## src/design/tcw_pkg.sv

```systemverilog
`default_nettype none
// ----------------------------------------------------------------------------
// Text console writer package
// Dimensions, command codes, payload types and the control and status
// structures that join the controller and the datapath.
// ----------------------------------------------------------------------------
package tcw_pkg;

   localparam int COLS       = 80;
   localparam int ROWS       = 25;
   localparam int CELL_COUNT = ROWS * COLS;
   localparam int ADDR_W     = $clog2(CELL_COUNT);
   localparam int CNT_W      = $clog2(CELL_COUNT + 1);
   localparam int LINE_W     = (ROWS > 1) ? $clog2(ROWS) : 1;
   localparam int COL_W      = (COLS > 1) ? $clog2(COLS) : 1;

   localparam logic [7:0] NEWLINE_CODE = 8'd10;
   localparam logic [7:0] SPACE_CODE   = 8'h20;
   localparam logic [7:0] ATTR_RESET   = 8'h0F;

   localparam logic [1:0] CMD_PUT_CHAR   = 2'd0;
   localparam logic [1:0] CMD_PLACE_CHAR = 2'd1;
   localparam logic [1:0] CMD_CLEAR      = 2'd2;
   localparam logic [1:0] CMD_READ_CELL  = 2'd3;

   // Memory port usage.
   localparam logic [2:0] MEM_NONE      = 3'd0;
   localparam logic [2:0] MEM_REQ       = 3'd1;
   localparam logic [2:0] MEM_FILL_INIT = 3'd2;
   localparam logic [2:0] MEM_FILL_ATTR = 3'd3;
   localparam logic [2:0] MEM_COPY      = 3'd4;

   // Sweep counter operations.
   localparam logic [2:0] CNT_HOLD        = 3'd0;
   localparam logic [2:0] CNT_INC         = 3'd1;
   localparam logic [2:0] CNT_ZERO        = 3'd2;
   localparam logic [2:0] CNT_COPY_START  = 3'd3;
   localparam logic [2:0] CNT_BLANK_START = 3'd4;

   typedef struct packed {
      logic [1:0] cmd;
      logic [7:0] char_code;
      logic [7:0] row_pos;
      logic [7:0] col_pos;
   } req_type;

   typedef struct packed {
      logic        ok;
      logic [15:0] cell_value;
      logic [4:0]  cursor_row;
      logic [6:0]  cursor_col;
   } rsp_type;

   typedef struct packed {
      logic       accept;
      logic       load_imm;
      logic       load_late;
      logic [2:0] mem_op;
      logic [2:0] cnt_op;
   } ctrl_type;

   typedef struct packed {
      logic scroll;
      logic last_cell;
      logic copy_end;
      logic rsp_free;
   } status_type;

endpackage
`default_nettype wire

```

## src/design/tcw_ctrl.sv

```systemverilog
`default_nettype none
// ----------------------------------------------------------------------------
// Text console writer controller
// Sequences the reset fill, clear, scroll and read commands and issues
// memory, counter and response commands to the datapath.
// ----------------------------------------------------------------------------
module tcw_ctrl import tcw_pkg::*; (
   input  wire logic       clock,
   input  wire logic       reset,
   input  wire logic       req_valid,
   output logic            req_ready,
   input  wire logic [1:0] req_cmd,
   input  wire status_type status,
   output ctrl_type        ctrl
);

   localparam logic [2:0] ST_INIT  = 3'd0;
   localparam logic [2:0] ST_IDLE  = 3'd1;
   localparam logic [2:0] ST_CLEAR = 3'd2;
   localparam logic [2:0] ST_COPY  = 3'd3;
   localparam logic [2:0] ST_BLANK = 3'd4;
   localparam logic [2:0] ST_READ  = 3'd5;
   localparam logic [2:0] ST_RESP  = 3'd6;

   logic [2:0] state_ff;
   logic [2:0] state_in;

   always_ff @(posedge clock) begin
      if (reset) begin
         state_ff <= ST_INIT;
      end else begin
         state_ff <= state_in;
      end
   end

   always_comb begin
      state_in       = state_ff;
      req_ready      = 1'b0;
      ctrl           = '0;
      ctrl.mem_op    = MEM_NONE;
      ctrl.cnt_op    = CNT_HOLD;
      case (state_ff)
         ST_INIT: begin
            ctrl.mem_op = MEM_FILL_INIT;
            ctrl.cnt_op = CNT_INC;
            if (status.last_cell) begin
               state_in = ST_IDLE;
            end
         end
         ST_IDLE: begin
            req_ready = status.rsp_free;
            if (req_valid && status.rsp_free) begin
               ctrl.accept = 1'b1;
               ctrl.mem_op = MEM_REQ;
               case (req_cmd)
                  CMD_PUT_CHAR: begin
                     if (status.scroll) begin
                        ctrl.cnt_op = CNT_COPY_START;
                        state_in    = ST_COPY;
                     end else begin
                        ctrl.load_imm = 1'b1;
                     end
                  end
                  CMD_PLACE_CHAR: begin
                     ctrl.load_imm = 1'b1;
                  end
                  CMD_CLEAR: begin
                     ctrl.cnt_op = CNT_ZERO;
                     state_in    = ST_CLEAR;
                  end
                  default: begin
                     state_in = ST_READ;
                  end
               endcase
            end
         end
         ST_CLEAR: begin
            ctrl.mem_op = MEM_FILL_ATTR;
            ctrl.cnt_op = CNT_INC;
            if (status.last_cell) begin
               state_in = ST_RESP;
            end
         end
         ST_COPY: begin
            ctrl.mem_op = MEM_COPY;
            if (status.copy_end) begin
               ctrl.cnt_op = CNT_BLANK_START;
               state_in    = ST_BLANK;
            end else begin
               ctrl.cnt_op = CNT_INC;
            end
         end
         ST_BLANK: begin
            ctrl.mem_op = MEM_FILL_ATTR;
            ctrl.cnt_op = CNT_INC;
            if (status.last_cell) begin
               state_in = ST_RESP;
            end
         end
         ST_READ: begin
            // The response register was emptied when the read was accepted.
            ctrl.load_late = 1'b1;
            state_in       = ST_IDLE;
         end
         ST_RESP: begin
            if (status.rsp_free) begin
               ctrl.load_late = 1'b1;
               state_in       = ST_IDLE;
            end
         end
         default: begin
            state_in = ST_INIT;
         end
      endcase
   end

endmodule
`default_nettype wire

```

## config.mk

```make
export PLATFORM = sky130hd
export DESIGN_NAME = tcw_ctrl
export DESIGN_NICKNAME = d
export VERILOG_FILES = /design/src/design/tcw_pkg.sv /design/src/design/tcw_ctrl.sv
export SDC_FILE = /design/constraint.sdc
export NUM_CORES = 1
export LEC_CHECK = 0
export BUFFER_PORTS_ARGS = -buffer_cell sky130_fd_sc_hd__buf_2
export CELL_PAD_IN_SITES_DETAIL_PLACEMENT = 0
export CELL_PAD_IN_SITES_GLOBAL_PLACEMENT = 1
export CORE_AREA = 2 2 39 41
export CTS_CLUSTER_SIZE = 8
export DETAILED_ROUTE_END_ITERATION = 12
export DIE_AREA = 0 0 41 43
export GPL_TIMING_DRIVEN = 0
export PLACE_DENSITY = 0.83
export SLEW_MARGIN = 20
export SYNTH_ARGS = -nofsm -noshare
export SYNTH_HDL_FRONTEND = slang
export SYNTH_SLANG_ARGS = --single-unit
export TNS_END_PERCENT = 5
```

## constraint.sdc

```tcl
create_clock -name clock -period 3.9 [get_ports clock]
set_clock_uncertainty 0.1 [all_clocks]
set_input_delay 0.78 -clock clock [delete_from_list [all_inputs] [get_ports clock]]
set_output_delay 0.78 -clock clock [all_outputs]
set_load 0.05 [all_outputs]
```

# Word-level counts from Yosys, hierarchy flattened
# Index checks and enable logic that the tools add are counted.
# classes
eq_ne	15
muxes	20
reduce_logical	5
# op_table
op	count
one-hot mux 6 bit (4 select lines)	1
two-way mux 3 bit	7
one-hot mux 3 bit (6 select lines)	1
!= test 2 bit, second input constant	5
equality test 3 bit, second input constant	3
one-hot mux 3 bit (3 select lines)	1
AND reduction 7 bit	1
equality test 3 x 2 -> 1 bit, second input constant	2
two-way mux 2 bit	3
two-way mux 4 bit	1
one-hot mux 1 bit (2 select lines)	2
one-hot mux 2 bit (2 select lines)	1
equality test 3 x 1 -> 1 bit, second input constant	1
zero test 3 bit	1
two-way mux 1 bit	3
!= test 3 bit, second input constant	1
equality test 2 x 1 -> 1 bit, second input constant	1
equality test 2 bit, second input constant	1
zero test 2 bit	1
!= test 2 x 1 -> 1 bit, second input constant	1
OR reduction 2 bit	1
logical AND 1 bit	1
# word_totals
register_bits	3
in_bits	9
output_inout_bits	10
word_cells	41

# Depth between registers and ports, before layout
# logic_depth
ltp_word	4
ltp_mapped	5
mapped_depth_nobuf	4

# Worst setup path before layout
# No wires, ideal clock.
# synth_path
path_type	input port to output port
from	input req_valid
to	output ctrl[0] in the netlist's numbering
t_arrival_ps	2566
required_ps	3020
setup_slack_ps	454
stages	2
path_buffers	0
cell_sequence	nand4_1 > o41ai_1
# synth_rtl
item	line_no	rtl
start, declared	tcw_ctrl.sv:10	input wire logic req_valid,
end, declared	tcw_ctrl.sv:14	output ctrl_type ctrl

==> impl_metrics.tcl <==
set metrics [dict create \
    clk_pin_slew_worst_paths_ns 0.03 \
    multi_input_area_um2 249 \
    drive_gt1_frac 0.361 \
    rsz0062_at_grt "false" \
    max_stage_delay_ns 0.32 \
    p_per_area_nw_per_um2 425 \
    critPathMaxFanout 5 \
    cts_hold_buf 0 \
    p_sw_mw 0.0936 \
    core_region_area_um2 1380 \
    firstDrtPassIters 4 \
    cp-end-kind "output pin" \
    grt.met2_usage 0.194 \
    leakage_nw 0.250 \
    numCtsBuffers 3 \
    irDropWorstVdd_mv 0.139 \
    drv_slew 0 \
    yosysMostFrequentCell "a21oi_1" \
    path_delay_family "simple AND/OR/NAND/NOR gates" \
    fin_crit_ns 2.59 \
    reg.largest.list "state_ff x3" \
    cts_tree "built" \
    holdWs_ns 0.531 \
    worstPathCellList "nor2b_1 -> nand4_1 -> o41ai_1 -> buf_2" \
    max_freq_mhz 386 \
    pre_cts_slack_ns 1.33 \
    seqPwrFrac 0.186 \
    insertion_delay_ns 0.23 \
    antenna_found_initial 0 \
    synth_edf_count 0 \
    wl_per_cell_um 10.2 \
    grt_max_degree 11 \
    remaining_drc_errors 0 \
    viasPerCell 4.75 \
    maxSlewHeadroom 0.784 \
    drt_iter0_drc 4 \
    area_delta_synth_final_pct 40.2 \
    wirelength_um 897 \
    setup_tns_ns 0 \
    synth_top_area_frac 0.177 \
    synth_commonest_cells "a21oi_1, inv_1, nand2_1, nor2_1, o21ai_0" \
    hold_class "reg -> reg" \
    h-tree-depth 1 \
    vias 418 \
    finalSetupViolCount 0 \
    layout.nets 82 \
    dieHeight_um 43 \
    numPortBuffers 18 \
    grt.overflow.total 0 \
    postCtsSetupBuffers 0 \
    synth_top_cell_by_area "dfxtp_1" \
    grt_pass1_vias 376 \
    io_pins 19 \
    period_share 0.664 \
    status "finished, final reports clean" \
    synth-seq-cells 3 \
    cp-start-kind "flip-flop" \
    synth_ff_type "dfxtp_1" \
    clock_path_buffers 2 \
    ys_seq_area_frac 0.177 \
    worstMarginPinSlew_ns 0.323 \
    die_area_um2 1760 \
    power_frac_clock 0.261 \
    hold_viol 0 \
    power_frac_comb 0.553 \
    rows 14 \
    async_flop_share 0 \
    synth_warnings 0 \
    cts-root-buf "clkbuf_4" \
    p_int_mw 0.109 \
    ant_nets 0 \
    chipWidth_um 41 \
    required_ns 3.02 \
    largest_reg_flops 3 \
    fillers 161 \
    worstSetupPathType "reg -> out" \
    n_antenna_cell 0 \
    use_met1 0.112 \
    grt_usage 0.112 \
    grt_use_met3 0.0314 \
    place_congestion 0.754 \
    cts_resized 0 \
    maxCapViolCount 0 \
    hpwl_um 701 \
    largest_register "state_ff" \
    grt_busiest_layer "met2" \
    grt_pass1_wl_mm 1.39 \
    avgSynthCellArea_um2 6.78 \
    worstPathArrival_ns 1.71 \
    synth_cells 50 \
    synth_nets 59 \
    syn_area_um2 339 \
    regArea_um2 60.1 \
    switching_share 0.463 \
    cts_sinks 3 \
    synth.distinct_cells 25 \
    utilization 0.344 \
    cp_slowest_cell "dfxtp_1" \
    synth.area.top_cells "dfxtp_1, a21oi_1, o21ai_0" \
    total_power_mw 0.202 \
    crit_buf_inv 1 \
    start_util 0.245 \
    finalWorstSetupSlack_ns 1.31 \
]
==> logic make-up after synthesis <==
kind of cell,Yosys count,synth area share
AOI/OAI and AO/OA,16,0.321
xor gates and xnor gates,1,0.0258
buffers and inverters,7,0.0885
muxes,1,0.0295
and+or+nand+nor,22,0.358
DFF,3,0.177
==> worst paths after layout <==
check / start / to / slack (ns) / cells after the start
hold / removal: state_ff[2]$_SDFFE_PP0P_ / state_ff[1]$_SDFFE_PP0P_ / 0.53 / 4
hold reg to reg: state_ff[2]$_SDFFE_PP0P_ / state_ff[1]$_SDFFE_PP0P_ / 0.53 / 4
setup / recovery: state_ff[0]$_SDFFE_PP0P_ / ctrl[0] / 1.31 / 4
setup reg to reg: state_ff[0]$_SDFFE_PP0P_ / state_ff[0]$_SDFFE_PP0P_ / 2.43 / 4
==> through the flow <==
step	cells	area (um2)
2_1_floorplan	50	339
3_3_place_gp	84	449
3_5_place_dp	84	449
4_1_cts	88	475
5_1_grt	88	475
6_report	88	475
==> final cells by class <==
cell class,instances,share of cell area
multi-input cells,40,0.524
repair buffers,18,0.189
flip-flops and latches,3,0.126
clock buffers,4,0.0553
well taps,16,0.0421
plain buffers,3,0.0316
inverters,4,0.0316
==> routing by layer <==
metal,vias to the layer above,share of wire
li1,222,-
met1,180,0.43
met5,-,0
met2,16,0.47
met3,0,0.095
met4,0,0
==> cell usage in the layout (no fill, tap or decap), types with 3 or more instances in the layout <==
master / netlist / layout
o21ai_0: 4 / 4
clkbuf_4: 0 / 3
inv_1: 4 / 4
a21oi_1: 6 / 6
nand2_1: 4 / 4
dfxtp_1: 3 / 3
nor2_1: 4 / 4
buf_2: 3 / 21
==> power by group through the flow <==
stage	combinational (mW)	sequential, mW	clock [mW]
after floorplan	0.0875	0.0376	0
after global placement	0.112	0.0378	0
after detailed placement	0.113	0.0381	0
after CTS	0.113	0.0376	0.0561
after global routing	0.122	0.0380	0.0626
final	0.112	0.0376	0.0527
==> worst register-to-register path, stage by stage, from the launching register on <==
cell	delay (ns)
dfxtp_1	0.32
nor2b_1	0.31
o21ai_0	0.16
or2_1	0.26
a311oi_2	0.24
(Power assumes the default switching activity.)
